File: src/rtl/atapio_pkg.sv
package atapio_pkg;

    localparam int ADDR_W = 48;
    localparam int CFG_W = 48;
    localparam int SPC_W = 13;
    localparam int PC_W = 5;
    localparam int STEP_W = 6;

    localparam logic [STEP_W-1:0] DIV_LONG_STEPS = 6'd48;
    localparam logic [STEP_W-1:0] DIV_SHORT_STEPS = 6'd13;

    localparam logic [2:0] CFG_DRIVE0_MODE = 3'd0;
    localparam logic [2:0] CFG_DRIVE1_MODE = 3'd1;
    localparam logic [2:0] CFG_DRIVE0_CAPACITY = 3'd2;
    localparam logic [2:0] CFG_DRIVE1_CAPACITY = 3'd3;
    localparam logic [2:0] CFG_DRIVE0_HEADS = 3'd4;
    localparam logic [2:0] CFG_DRIVE0_TRACK_SECTORS = 3'd5;
    localparam logic [2:0] CFG_DRIVE1_HEADS = 3'd6;
    localparam logic [2:0] CFG_DRIVE1_TRACK_SECTORS = 3'd7;

    localparam logic [1:0] MODE_CHS = 2'd0;
    localparam logic [1:0] MODE_LBA28 = 2'd1;

    localparam logic [2:0] TF_NONE = 3'd0;
    localparam logic [2:0] TF_SECCOUNT = 3'd2;
    localparam logic [2:0] TF_LBA_LO = 3'd3;
    localparam logic [2:0] TF_LBA_MID = 3'd4;
    localparam logic [2:0] TF_LBA_HI = 3'd5;
    localparam logic [2:0] TF_DRIVE_HEAD = 3'd6;
    localparam logic [2:0] TF_COMMAND = 3'd7;

    localparam logic [7:0] DH_MASTER = 8'ha0;
    localparam logic [7:0] DH_SLAVE = 8'hb0;
    localparam logic [7:0] DH_LBA = 8'h40;
    localparam logic [7:0] CMD_READ_EXT = 8'h24;
    localparam logic [7:0] CMD_READ = 8'h20;

    localparam logic [1:0] SEL_NONE = 2'd2;

    localparam logic [PC_W-1:0] PC_SKIP_SELECT = 5'd3;
    localparam logic [PC_W-1:0] PC_LBA28 = 5'd15;
    localparam logic [PC_W-1:0] PC_CHS = 5'd21;
    localparam logic [PC_W-1:0] PC_REJECT = 5'd29;

    typedef struct packed {
        logic drive;
        logic [ADDR_W-1:0] block_address;
    } t_in;

    typedef struct packed {
        logic [2:0] reg_offset;
        logic [7:0] reg_value;
        logic rejected;
        logic last;
    } t_out;

    typedef enum logic [1:0] {
        OP_EMIT,
        OP_JUMP,
        OP_DIV_CYL,
        OP_DIV_HEAD
    } t_op;

    typedef enum logic [1:0] {
        COND_REJECT,
        COND_SAME_DRIVE,
        COND_CHS,
        COND_LBA28
    } t_cond;

    typedef enum logic [3:0] {
        SRC_ZERO,
        SRC_ONE,
        SRC_DH,
        SRC_DH_A24,
        SRC_DH_HEAD,
        SRC_A0,
        SRC_A8,
        SRC_A16,
        SRC_A24,
        SRC_A32,
        SRC_A40,
        SRC_SEC,
        SRC_CYL_LO,
        SRC_CYL_HI,
        SRC_CMD48,
        SRC_CMD28
    } t_src;

    typedef enum logic [1:0] {
        SQ_IDLE,
        SQ_RUN,
        SQ_DIVWAIT
    } t_seq_state;

    typedef struct packed {
        t_op op;
        t_cond cond;
        logic [PC_W-1:0] target;
        logic [2:0] offset;
        t_src src;
        logic rejected;
        logic last;
        logic sel_upd;
    } t_cw;

    typedef struct packed {
        logic reject;
        logic same_drive;
        logic chs;
        logic lba28;
    } t_flags;

    typedef struct packed {
        logic ready;
        logic emit;
        logic div_start;
        logic div_head;
        logic div_cap;
        logic sel_upd;
        logic [2:0] offset;
        t_src src;
        logic rejected;
        logic last;
    } t_seq_ctrl;

    function automatic t_cw cw_emit(input logic [2:0] off, input t_src src,
                                    input logic last, input logic sel_upd);
        t_cw w;
        w.op = OP_EMIT;
        w.cond = COND_REJECT;
        w.target = '0;
        w.offset = off;
        w.src = src;
        w.rejected = 1'b0;
        w.last = last;
        w.sel_upd = sel_upd;
        return w;
    endfunction

    function automatic t_cw cw_jump(input t_cond cond, input logic [PC_W-1:0] target);
        t_cw w;
        w = cw_emit(TF_NONE, SRC_ZERO, 1'b0, 1'b0);
        w.op = OP_JUMP;
        w.cond = cond;
        w.target = target;
        return w;
    endfunction

    function automatic t_cw cw_div(input t_op op);
        t_cw w;
        w = cw_emit(TF_NONE, SRC_ZERO, 1'b0, 1'b0);
        w.op = op;
        return w;
    endfunction

    function automatic t_cw cw_reject();
        t_cw w;
        w = cw_emit(TF_NONE, SRC_ZERO, 1'b1, 1'b0);
        w.rejected = 1'b1;
        return w;
    endfunction

    function automatic t_cw atapio_ucode(input logic [PC_W-1:0] pc);
        t_cw w;
        case (pc)
            5'd0: w = cw_jump(COND_REJECT, PC_REJECT);
            5'd1: w = cw_jump(COND_SAME_DRIVE, PC_SKIP_SELECT);
            5'd2: w = cw_emit(TF_DRIVE_HEAD, SRC_DH, 1'b0, 1'b1);
            5'd3: w = cw_jump(COND_CHS, PC_CHS);
            5'd4: w = cw_jump(COND_LBA28, PC_LBA28);
            5'd5: w = cw_emit(TF_DRIVE_HEAD, SRC_DH, 1'b0, 1'b0);
            5'd6: w = cw_emit(TF_SECCOUNT, SRC_ZERO, 1'b0, 1'b0);
            5'd7: w = cw_emit(TF_LBA_LO, SRC_A24, 1'b0, 1'b0);
            5'd8: w = cw_emit(TF_LBA_MID, SRC_A32, 1'b0, 1'b0);
            5'd9: w = cw_emit(TF_LBA_HI, SRC_A40, 1'b0, 1'b0);
            5'd10: w = cw_emit(TF_SECCOUNT, SRC_ONE, 1'b0, 1'b0);
            5'd11: w = cw_emit(TF_LBA_LO, SRC_A0, 1'b0, 1'b0);
            5'd12: w = cw_emit(TF_LBA_MID, SRC_A8, 1'b0, 1'b0);
            5'd13: w = cw_emit(TF_LBA_HI, SRC_A16, 1'b0, 1'b0);
            5'd14: w = cw_emit(TF_COMMAND, SRC_CMD48, 1'b1, 1'b0);
            5'd15: w = cw_emit(TF_DRIVE_HEAD, SRC_DH_A24, 1'b0, 1'b0);
            5'd16: w = cw_emit(TF_SECCOUNT, SRC_ONE, 1'b0, 1'b0);
            5'd17: w = cw_emit(TF_LBA_LO, SRC_A0, 1'b0, 1'b0);
            5'd18: w = cw_emit(TF_LBA_MID, SRC_A8, 1'b0, 1'b0);
            5'd19: w = cw_emit(TF_LBA_HI, SRC_A16, 1'b0, 1'b0);
            5'd20: w = cw_emit(TF_COMMAND, SRC_CMD28, 1'b1, 1'b0);
            5'd21: w = cw_div(OP_DIV_CYL);
            5'd22: w = cw_div(OP_DIV_HEAD);
            5'd23: w = cw_emit(TF_DRIVE_HEAD, SRC_DH_HEAD, 1'b0, 1'b0);
            5'd24: w = cw_emit(TF_SECCOUNT, SRC_ONE, 1'b0, 1'b0);
            5'd25: w = cw_emit(TF_LBA_LO, SRC_SEC, 1'b0, 1'b0);
            5'd26: w = cw_emit(TF_LBA_MID, SRC_CYL_LO, 1'b0, 1'b0);
            5'd27: w = cw_emit(TF_LBA_HI, SRC_CYL_HI, 1'b0, 1'b0);
            5'd28: w = cw_emit(TF_COMMAND, SRC_CMD28, 1'b1, 1'b0);
            default: w = cw_reject();
        endcase
        return w;
    endfunction

endpackage

File: src/rtl/atapio_div.sv
module atapio_div
    import atapio_pkg::*;
(
    input  logic                i_clk,
    input  logic                i_rst_n,
    input  logic                i_start,
    input  logic [ADDR_W-1:0]   i_dividend,
    input  logic [SPC_W-1:0]    i_divisor,
    input  logic [STEP_W-1:0]   i_steps,
    output logic                o_done,
    output logic [ADDR_W-1:0]   o_quotient,
    output logic [SPC_W-1:0]    o_remainder
);

    logic                r_busy;
    logic                r_done;
    logic [STEP_W-1:0]   r_cnt;
    logic [STEP_W-1:0]   r_last;
    logic [ADDR_W-1:0]   r_q;
    logic [SPC_W-1:0]    r_r;
    logic [SPC_W-1:0]    r_d;
    logic [SPC_W:0]      trial;
    logic [SPC_W+1:0]    diff;
    logic                ge;

    assign trial = {r_r, r_q[ADDR_W-1]};
    assign diff = {1'b0, trial} - {2'b00, r_d};
    assign ge = ~diff[SPC_W+1];

    always_ff @(posedge i_clk) begin
        if (!i_rst_n) begin
            r_busy <= 1'b0;
            r_done <= 1'b0;
            r_cnt <= '0;
        end else begin
            r_done <= 1'b0;
            if (i_start) begin
                r_busy <= 1'b1;
                r_cnt <= '0;
            end else if (r_busy) begin
                r_cnt <= r_cnt + 6'd1;
                if (r_cnt == r_last) begin
                    r_busy <= 1'b0;
                    r_done <= 1'b1;
                end
            end
        end
    end

    always_ff @(posedge i_clk) begin
        if (i_start) begin
            r_q <= i_dividend;
            r_r <= '0;
            r_d <= i_divisor;
            r_last <= i_steps - 6'd1;
        end else if (r_busy) begin
            r_q <= {r_q[ADDR_W-2:0], ge};
            r_r <= ge ? diff[SPC_W-1:0] : trial[SPC_W-1:0];
        end
    end

    assign o_done = r_done;
    assign o_quotient = r_q;
    assign o_remainder = r_r;

endmodule

File: src/rtl/atapio_seq.sv
module atapio_seq
    import atapio_pkg::*;
(
    input  logic        i_clk,
    input  logic        i_rst_n,
    input  logic        i_start,
    input  t_flags      i_flags,
    input  logic        i_out_free,
    input  logic        i_div_done,
    output t_seq_ctrl   o_ctrl
);

    t_seq_state        r_state;
    t_seq_state        n_state;
    logic [PC_W-1:0]   r_pc;
    logic [PC_W-1:0]   n_pc;
    t_cw               cw;
    logic              hit;

    assign cw = atapio_ucode(r_pc);

    always_comb begin
        case (cw.cond)
            COND_REJECT: hit = i_flags.reject;
            COND_SAME_DRIVE: hit = i_flags.same_drive;
            COND_CHS: hit = i_flags.chs;
            COND_LBA28: hit = i_flags.lba28;
            default: hit = 1'b0;
        endcase
    end

    always_comb begin
        n_state = r_state;
        n_pc = r_pc;
        case (r_state)
            SQ_IDLE: begin
                if (i_start) begin
                    n_state = SQ_RUN;
                    n_pc = '0;
                end
            end
            SQ_RUN: begin
                case (cw.op)
                    OP_JUMP: begin
                        n_pc = hit ? cw.target : r_pc + 5'd1;
                    end
                    OP_EMIT: begin
                        if (i_out_free) begin
                            if (cw.last) begin
                                n_state = SQ_IDLE;
                            end else begin
                                n_pc = r_pc + 5'd1;
                            end
                        end
                    end
                    default: begin
                        n_state = SQ_DIVWAIT;
                    end
                endcase
            end
            SQ_DIVWAIT: begin
                if (i_div_done) begin
                    n_state = SQ_RUN;
                    n_pc = r_pc + 5'd1;
                end
            end
            default: n_state = SQ_IDLE;
        endcase
    end

    always_comb begin
        o_ctrl.ready = (r_state == SQ_IDLE);
        o_ctrl.emit = (r_state == SQ_RUN) && (cw.op == OP_EMIT) && i_out_free;
        o_ctrl.div_start = (r_state == SQ_RUN) && (cw.op inside {OP_DIV_CYL, OP_DIV_HEAD});
        o_ctrl.div_head = (cw.op == OP_DIV_HEAD);
        o_ctrl.div_cap = (r_state == SQ_DIVWAIT) && i_div_done;
        o_ctrl.sel_upd = cw.sel_upd;
        o_ctrl.offset = cw.offset;
        o_ctrl.src = cw.src;
        o_ctrl.rejected = cw.rejected;
        o_ctrl.last = cw.last;
    end

    always_ff @(posedge i_clk) begin
        if (!i_rst_n) begin
            r_state <= SQ_IDLE;
            r_pc <= '0;
        end else begin
            r_state <= n_state;
            r_pc <= n_pc;
        end
    end

endmodule

File: src/rtl/ata_pio_read_taskfile_sequencer.sv
// ATA PIO one-sector read task-file sequencer for one channel.
// Input channel (i_in_valid / o_in_ready, i_in_data): one transaction is one
// read request, a drive number and a 48-bit logical block address.
// Output channel (o_out_valid / i_out_ready, o_out_data): one transaction is
// one task-file register write (offset, byte), or a single rejected result
// when the address is at or past the drive's capacity. last marks the final
// transaction of a request.
// Configuration: i_cfg_we writes register i_cfg_index with i_cfg_data at once;
// write only while no request is in progress.
// A microcode program steps one control word per cycle, but it holds on an
// emitted write while the output register is occupied and waits in a
// separate state while the divider runs. For CHS a bit-serial divider runs 48
// steps for the cylinder and 13 for head and sector.
// When the receiver stalls, the sequencer holds on the pending write; the next
// request is accepted as soon as the last result sits in the output register.
// Reset restores the default geometry, clears modes and capacities, and marks
// no drive as selected.
module ata_pio_read_taskfile_sequencer
    import atapio_pkg::*;
(
    input  logic              i_clk,
    input  logic              i_rst_n,
    input  logic              i_in_valid,
    output logic              o_in_ready,
    input  t_in               i_in_data,
    output logic              o_out_valid,
    input  logic              i_out_ready,
    output t_out              o_out_data,
    input  logic              i_cfg_we,
    input  logic [2:0]        i_cfg_index,
    input  logic [CFG_W-1:0]  i_cfg_data
);

    logic [1:0]          r_mode0;
    logic [1:0]          r_mode1;
    logic [ADDR_W-1:0]   r_cap0;
    logic [ADDR_W-1:0]   r_cap1;
    logic [4:0]          r_heads0;
    logic [4:0]          r_heads1;
    logic [7:0]          r_spt0;
    logic [7:0]          r_spt1;
    logic [1:0]          r_sel;

    logic                r_drv;
    logic [ADDR_W-1:0]   r_lba;
    logic [15:0]         r_cyl;
    logic [SPC_W-1:0]    r_rem;
    logic [3:0]          r_head;
    logic [7:0]          r_sec;

    logic                r_out_valid;
    t_out                r_out;

    logic [1:0]          mode;
    logic [ADDR_W-1:0]   cap;
    logic [4:0]          heads;
    logic [7:0]          spt;
    logic [12:0]         spc_full;
    logic [7:0]          dh;
    logic [7:0]          value;
    logic                accept;
    logic                out_free;
    t_flags              flags;
    t_seq_ctrl           ctrl;
    logic                div_done;
    logic [ADDR_W-1:0]   div_q;
    logic [SPC_W-1:0]    div_r;
    logic [ADDR_W-1:0]   div_dividend;
    logic [SPC_W-1:0]    div_divisor;
    logic [STEP_W-1:0]   div_steps;

    assign accept = i_in_valid && o_in_ready;
    assign out_free = !r_out_valid || i_out_ready;
    assign o_in_ready = ctrl.ready;

    assign mode = r_drv ? r_mode1 : r_mode0;
    assign cap = r_drv ? r_cap1 : r_cap0;
    assign heads = (r_drv ? r_heads1 : r_heads0) == 5'd0 ? 5'd1 :
                   (r_drv ? r_heads1 : r_heads0);
    assign spt = (r_drv ? r_spt1 : r_spt0) == 8'd0 ? 8'd1 : (r_drv ? r_spt1 : r_spt0);
    assign spc_full = 13'(spt) * 13'(heads);
    assign dh = (r_drv ? DH_SLAVE : DH_MASTER) | ((mode != MODE_CHS) ? DH_LBA : 8'h00);

    assign flags.reject = (r_lba >= cap);
    assign flags.same_drive = (r_sel == {1'b0, r_drv});
    assign flags.chs = (mode == MODE_CHS);
    assign flags.lba28 = (mode == MODE_LBA28);

    atapio_seq u_seq (
        .i_clk      (i_clk),
        .i_rst_n    (i_rst_n),
        .i_start    (accept),
        .i_flags    (flags),
        .i_out_free (out_free),
        .i_div_done (div_done),
        .o_ctrl     (ctrl)
    );

    assign div_dividend = ctrl.div_head ? {r_rem, {(ADDR_W-SPC_W){1'b0}}} : r_lba;
    assign div_divisor = ctrl.div_head ? {{(SPC_W-8){1'b0}}, spt} : spc_full[SPC_W-1:0];
    assign div_steps = ctrl.div_head ? DIV_SHORT_STEPS : DIV_LONG_STEPS;

    atapio_div u_div (
        .i_clk       (i_clk),
        .i_rst_n     (i_rst_n),
        .i_start     (ctrl.div_start),
        .i_dividend  (div_dividend),
        .i_divisor   (div_divisor),
        .i_steps     (div_steps),
        .o_done      (div_done),
        .o_quotient  (div_q),
        .o_remainder (div_r)
    );

    always_comb begin
        case (ctrl.src)
            SRC_ZERO: value = 8'h00;
            SRC_ONE: value = 8'h01;
            SRC_DH: value = dh;
            SRC_DH_A24: value = dh | {4'h0, r_lba[27:24]};
            SRC_DH_HEAD: value = dh | {4'h0, r_head};
            SRC_A0: value = r_lba[7:0];
            SRC_A8: value = r_lba[15:8];
            SRC_A16: value = r_lba[23:16];
            SRC_A24: value = r_lba[31:24];
            SRC_A32: value = r_lba[39:32];
            SRC_A40: value = r_lba[47:40];
            SRC_SEC: value = r_sec;
            SRC_CYL_LO: value = r_cyl[7:0];
            SRC_CYL_HI: value = r_cyl[15:8];
            SRC_CMD48: value = CMD_READ_EXT;
            SRC_CMD28: value = CMD_READ;
            default: value = 8'h00;
        endcase
    end

    always_ff @(posedge i_clk) begin
        if (!i_rst_n) begin
            r_mode0 <= 2'd0;
            r_mode1 <= 2'd0;
            r_cap0 <= '0;
            r_cap1 <= '0;
            r_heads0 <= 5'd16;
            r_heads1 <= 5'd16;
            r_spt0 <= 8'd63;
            r_spt1 <= 8'd63;
        end else if (i_cfg_we) begin
            case (i_cfg_index)
                CFG_DRIVE0_MODE: r_mode0 <= i_cfg_data[1:0];
                CFG_DRIVE1_MODE: r_mode1 <= i_cfg_data[1:0];
                CFG_DRIVE0_CAPACITY: r_cap0 <= i_cfg_data[ADDR_W-1:0];
                CFG_DRIVE1_CAPACITY: r_cap1 <= i_cfg_data[ADDR_W-1:0];
                CFG_DRIVE0_HEADS: r_heads0 <= i_cfg_data[4:0];
                CFG_DRIVE0_TRACK_SECTORS: r_spt0 <= i_cfg_data[7:0];
                CFG_DRIVE1_HEADS: r_heads1 <= i_cfg_data[4:0];
                CFG_DRIVE1_TRACK_SECTORS: r_spt1 <= i_cfg_data[7:0];
                default: ;
            endcase
        end
    end

    always_ff @(posedge i_clk) begin
        if (!i_rst_n) begin
            r_sel <= SEL_NONE;
            r_out_valid <= 1'b0;
        end else begin
            if (ctrl.emit && ctrl.sel_upd) begin
                r_sel <= {1'b0, r_drv};
            end
            if (ctrl.emit) begin
                r_out_valid <= 1'b1;
            end else if (i_out_ready) begin
                r_out_valid <= 1'b0;
            end
        end
    end

    always_ff @(posedge i_clk) begin
        if (accept) begin
            r_drv <= i_in_data.drive;
            r_lba <= i_in_data.block_address;
        end
        if (ctrl.div_cap && !ctrl.div_head) begin
            r_cyl <= div_q[15:0];
            r_rem <= div_r;
        end
        if (ctrl.div_cap && ctrl.div_head) begin
            r_head <= div_q[3:0];
            r_sec <= div_r[7:0] + 8'd1;
        end
        if (ctrl.emit) begin
            r_out.reg_offset <= ctrl.offset;
            r_out.reg_value <= value;
            r_out.rejected <= ctrl.rejected;
            r_out.last <= ctrl.last;
        end
    end

    assign o_out_valid = r_out_valid;
    assign o_out_data = r_out;

    a_emit_free: assert property (@(posedge i_clk) disable iff (!i_rst_n)
        ctrl.emit |-> (!r_out_valid || i_out_ready))
        else $error("write issued while output register is occupied");

    a_accept_busy: assert property (@(posedge i_clk) disable iff (!i_rst_n)
        accept |=> !o_in_ready)
        else $error("sequencer ready right after accepting a request");

    a_sel_code: assert property (@(posedge i_clk) disable iff (!i_rst_n)
        r_sel != 2'd3)
        else $error("selected drive holds an invalid code");

    a_reject_last: assert property (@(posedge i_clk) disable iff (!i_rst_n)
        (o_out_valid && o_out_data.rejected) |-> o_out_data.last)
        else $error("rejected result not marked last");

endmodule

File: config.mk
export PLATFORM = sky130hd
export DESIGN_NAME = ata_pio_read_taskfile_sequencer
export DESIGN_NICKNAME = d
export VERILOG_FILES = /design/src/rtl/atapio_pkg.sv /design/src/rtl/atapio_div.sv /design/src/rtl/atapio_seq.sv /design/src/rtl/ata_pio_read_taskfile_sequencer.sv
export SDC_FILE = /design/constraint.sdc
export NUM_CORES = 1
export LEC_CHECK = 0
export ABC_CLOCK_PERIOD_IN_PS = 5200
export BUFFER_PORTS_ARGS = -buffer_cell sky130_fd_sc_hd__buf_2
export CAP_MARGIN = 40
export CORE_MARGIN = 3
export CORE_UTILIZATION = 40
export CTS_CLUSTER_SIZE = 30
export DETAILED_ROUTE_END_ITERATION = 16
export GPL_ROUTABILITY_DRIVEN = 0
export HOLD_SLACK_MARGIN = 0.05
export PLACE_DENSITY_LB_ADDON = 0.05
export SYNTH_ARGS = -nofsm -noshare
export SYNTH_HDL_FRONTEND = slang
export SYNTH_SLANG_ARGS = --single-unit
File: constraint.sdc
create_clock -name i_clk -period 5.2 [get_ports i_clk]
set_clock_uncertainty 0.05 [all_clocks]
set_input_delay 0.26 -clock i_clk [delete_from_list [all_inputs] [get_ports i_clk]]
set_output_delay 0.26 -clock i_clk [all_outputs]
set_load 0.02 [all_outputs]
==> metrics.md <==
| Metric | Value |
|---|---|
| Internal reg-to-reg setup slack | `around 220 ps` |
| F_max | `around 200 MHz` |
| IO Count | `120` |
| Most common flop cell mapped by yosys | `dfxtp_1` |
| Final ANT Viol Nets | `0` |
| Slew @ Worst Pin | `a little over 800 ps` |
| Post-synth top area share | `28.67%` |
| All-Layer GR Usage | `a little over a fifth` |
| Power Total | `about 7 mW` |
| Synth async-reset ratio | `0%` |
| Largest net degree at the start of global routing | `67` |
| Worst hold slack | `around 120 ps` |
| Worst r2r dst | `u_div.r_d[12]` |
| Worst Hold Depth | `2` |
| Mapped Cells | `around 1,800` |
| WL/cell | `19.41 um` |
| Critical path cell sequence | `buf_4 -> mux2_2 -> nor4_2 -> a211oi_1 -> or2_2 -> fa_1 -> fa_1 -> fa_1 -> inv_1 -> ha_1 -> a21o_1 -> a21oi_2 -> o21bai_1 -> a21oi_2 -> o21bai_1 -> a21oi_2 -> o21bai_1 -> a21oi_1 -> xnor2_1 -> nor2_1` |
| Max Root-Sink Buffers | `3` |
| Die Span Y | `~210 um` |
| Max-cap viol count | `0` |
| Vias per std cell | `roughly 5.3` |
| Synthesized area | `~0.017 mm^2` |
| Core Box Area | `~0.042 mm^2` |
| Crit path max fanout | `4` |
| Crit Path Class | `reg -> reg` |
| Gr ovfl total | `0` |
| Vias in the first global route | `about 13,000` |
| Syn-to-layout area delta | `21.68%` |
| Hold EP | `r_heads1[4]` |
| Non-filler cells, final | `2,623` |
| Layout cells sized above 1 | `between 10% and 20%` |
| Largest stage delay, worst path | `roughly 550 ps` |
| # clock sinks | `340` |
| Avg Inst Size Synth | `9.622 um^2` |
| WP buf/inv | `2` |
| Wire length of the first global-routing pass | `approximately 77,000 um` |
| Die X | `213.9 um` |
| Tcrit/Tclk final | `a little over nine tenths` |
| WL final | `roughly 51,000 um` |
| Dominant cell type by area after synthesis | `edfxtp_1` |
| Initial antenna violation count | `0` |
| Static leakage | `8.405 nW` |
| Slew HR | `between 40% and 50%` |
| N_diodes | `0` |
| Die area | `about 0.046 mm^2` |
| FILL cells | `3,983` |
| Post-synth EDFFs | `165` |
| Final Critical Period | `approximately 5000 ps` |
| Row cnt | `75` |
| H-Tree Depth | `2` |
| 1st-iter DRT viols | `between 1,000 and 1,500` |
| Via count | `~14,000` |
| Worst r2r path cells | `20` |
| Root cell of the clock tree | `clkbuf_16` |
| Num CTS Buffers | `slightly above 40` |
| Final Hold Viols | `0` |
| Netlist cell types | `80` |
| Starting Density | `between 40% and 50%` |
| PortBufs | `about 120` |
| Worst-skew pair later-pin latency | `560 ps` |
| Final nets | `approximately 2,200` |
| CP Capture Type | `register` |
| Hold Startpoint | `i_rst_n` |
| Dpl hpwl | `35,240 um` |
| DR DRC count | `0` |
| Required time of the critical path | `between 5000 and 6000 ps` |
| Worst R2R Start | `r_drv` |
| Register clock-pin slew on the reported worst setup and hold paths | `60 ps` |
| Final slew viol count | `0` |
| Synth Register Bits | `340` |
| Ys Warns | `0` |
| Critical path's top delay family | `adder cells` |
| Peak supply drop | `about 0.22 mV` |
| Top cells by area, synth | `edfxtp_1, dfxtp_1, nand2_1` |
| Worst path arrival time | `5210 ps` |
| Final setup violating endpoints | `0` |
| Initial DRT Pass Iterations | `6` |
| Sequential-to-total area share from yosys stat | `just under 50%` |
| Slowest cell on crit path | `fa_1` |
| PD cells | `around 340 mW/mm^2` |
| CTS tree | `yes` |
| Min-Delay Path Class | `in -> reg` |
| Placed Cells incl. Taps | `~2,400` |
| Post-Synthesis Net Count | `~2,000` |
| Status | `finished clean` |
| CP Launch Type | `register` |
[worst max-delay path by stage]
| stage | from | end | slack [ps] | cells past startpoint |
|---|---|---|---|---|
| global route | r_drv | u_div.r_d[12] | -40 | 21 |
| CTS | r_drv | u_div.r_d[12] | 0.03 | 20 |
| finish | r_drv | u_div.r_d[12] | 220 | 20 |
| global placement | r_drv | u_div.r_d[12] | 20 | 20 |
| floorplan | r_drv | u_div.r_d[12] | 10 | 21 |
| detailed placement | r_drv | u_div.r_d[12] | 10 | 20 |
[kinds of logic after synthesis]
kind of cell             Yosys count  synth area share [%]
AND/OR/NAND/NOR                  629                 15.85
AO/OA/AOI/OAI                    398                 13.75
flip-flops                       340                 48.94
buffers and inverters            171                 4.178
multiplexers                     117                 6.900
adder cells (fa/ha/maj)          111                 8.862
XOR/XNOR                          30                 1.520
[cells in the mapped netlist (all sizes together) (10+ instances only)]
| master | n |
|---|---|
| a21oi | 183 |
| and3 | 10 |
| buf | 16 |
| clkbuf | 79 |
| dfxtp | 175 |
| edfxtp | 165 |
| fa | 19 |
| ha | 92 |
| inv | 74 |
| mux2 | 17 |
| mux2i | 100 |
| nand2 | 394 |
| nand2b | 12 |
| nand3 | 35 |
| nand4 | 12 |
| nor2 | 85 |
| nor2b | 19 |
| nor3 | 21 |
| o21ai | 106 |
| xnor2 | 21 |
[through the flow]
step	utilization (%)	TNS (ps)	cell area, um^2	setup slack, ps
after global placement	43.87	0	18570	21.20
after global routing	49.69	-35.87	21030	-35.87
final	49.69	0	21030	222.1
after detailed placement	43.95	0	18600	10.99
after CTS	49.55	0	20970	0.03153
after floorplan	-	0	17300	14.97
[routing by layer]
layer | global-route usage, % | vias to the layer above | wire, um
met5 | 0 | - | 0
met4 | 5.424 | 0 | 951
met3 | 2.634 | 66 | 2124
met2 | 38.11 | 310 | 25200
met1 | 29.35 | 6634 | 22620
li1 | - | 6765 | -
[layout make-up]
type                            count  area (um^2)  share of cell area (%)
Inverter                           76        286.5                   1.363
Sequential cell                   340         8458                   40.22
Multi-Input combinational cell   1285         8174                   38.87
Tap cell                          577        721.9                   3.433
Clock inverter                      9        130.1                  0.6188
Clock buffer                       65         1249                   5.938
Timing Repair Buffer              271         2008                   9.550
[registers in the layout, indices dropped and copies added, names as in the netlist, 8 cells and up]
register	flops
r_cyl	16
u_seq.cw	18
r_lba	48
r_cap1	48
r_rem	13
r_spt1	8
u_div.r_d	13
u_div.o_quotient	48
r_cap0	48
r_sec	8
u_div.o_remainder	13
o_out_data	13
r_spt0	8
[placed cells by master (no fill, tap or decap), types with 5 or more instances in the layout]
cell / synthesis / layout
edfxtp_1: 165 / 165
a22oi_1: 9 / 9
dfxtp_1: 175 / 175
nand3_1: 35 / 34
clkbuf_8: 7 / 9
clkbuf_1: 71 / 13
o21ai_0: 104 / 104
xor2_1: 9 / 9
xnor2_1: 21 / 21
o21a_1: 7 / 7
nor2_1: 85 / 83
mux2i_1: 100 / 97
a211oi_1: 6 / 6
or2_2: 6 / 6
o21bai_1: 7 / 7
fa_1: 19 / 19
ha_1: 92 / 92
nand4_1: 12 / 12
and2_1: 8 / 6
mux2_2: 17 / 17
nor4_1: 7 / 6
nor3_1: 20 / 19
a21oi_1: 183 / 177
nand2b_1: 12 / 11
a21o_1: 6 / 6
buf_2: 2 / 120
a31oi_1: 6 / 6
nand2_1: 394 / 393
a21oi_2: 0 / 6
buf_4: 1 / 47
inv_1: 73 / 73
dlygate4sd3_1: 0 / 99
a311oi_1: 5 / 5
clkbuf_16: 0 / 43
nor2b_1: 19 / 19
and3_1: 7 / 7
[timing repair]
action	4_1_cts	5_1_grt
resized for setup	0	12
hold buffers	99	0
endpoints found under the setup margin	0	7
setup buffers	0	2
endpoints found under the hold margin	171	0
[report_power, final]
group	switching (mW)	internal, mW
clock	1.12	1.80
sequential	0.154	2.94
combinational	0.635	0.463
(Power assumes the default switching activity.)
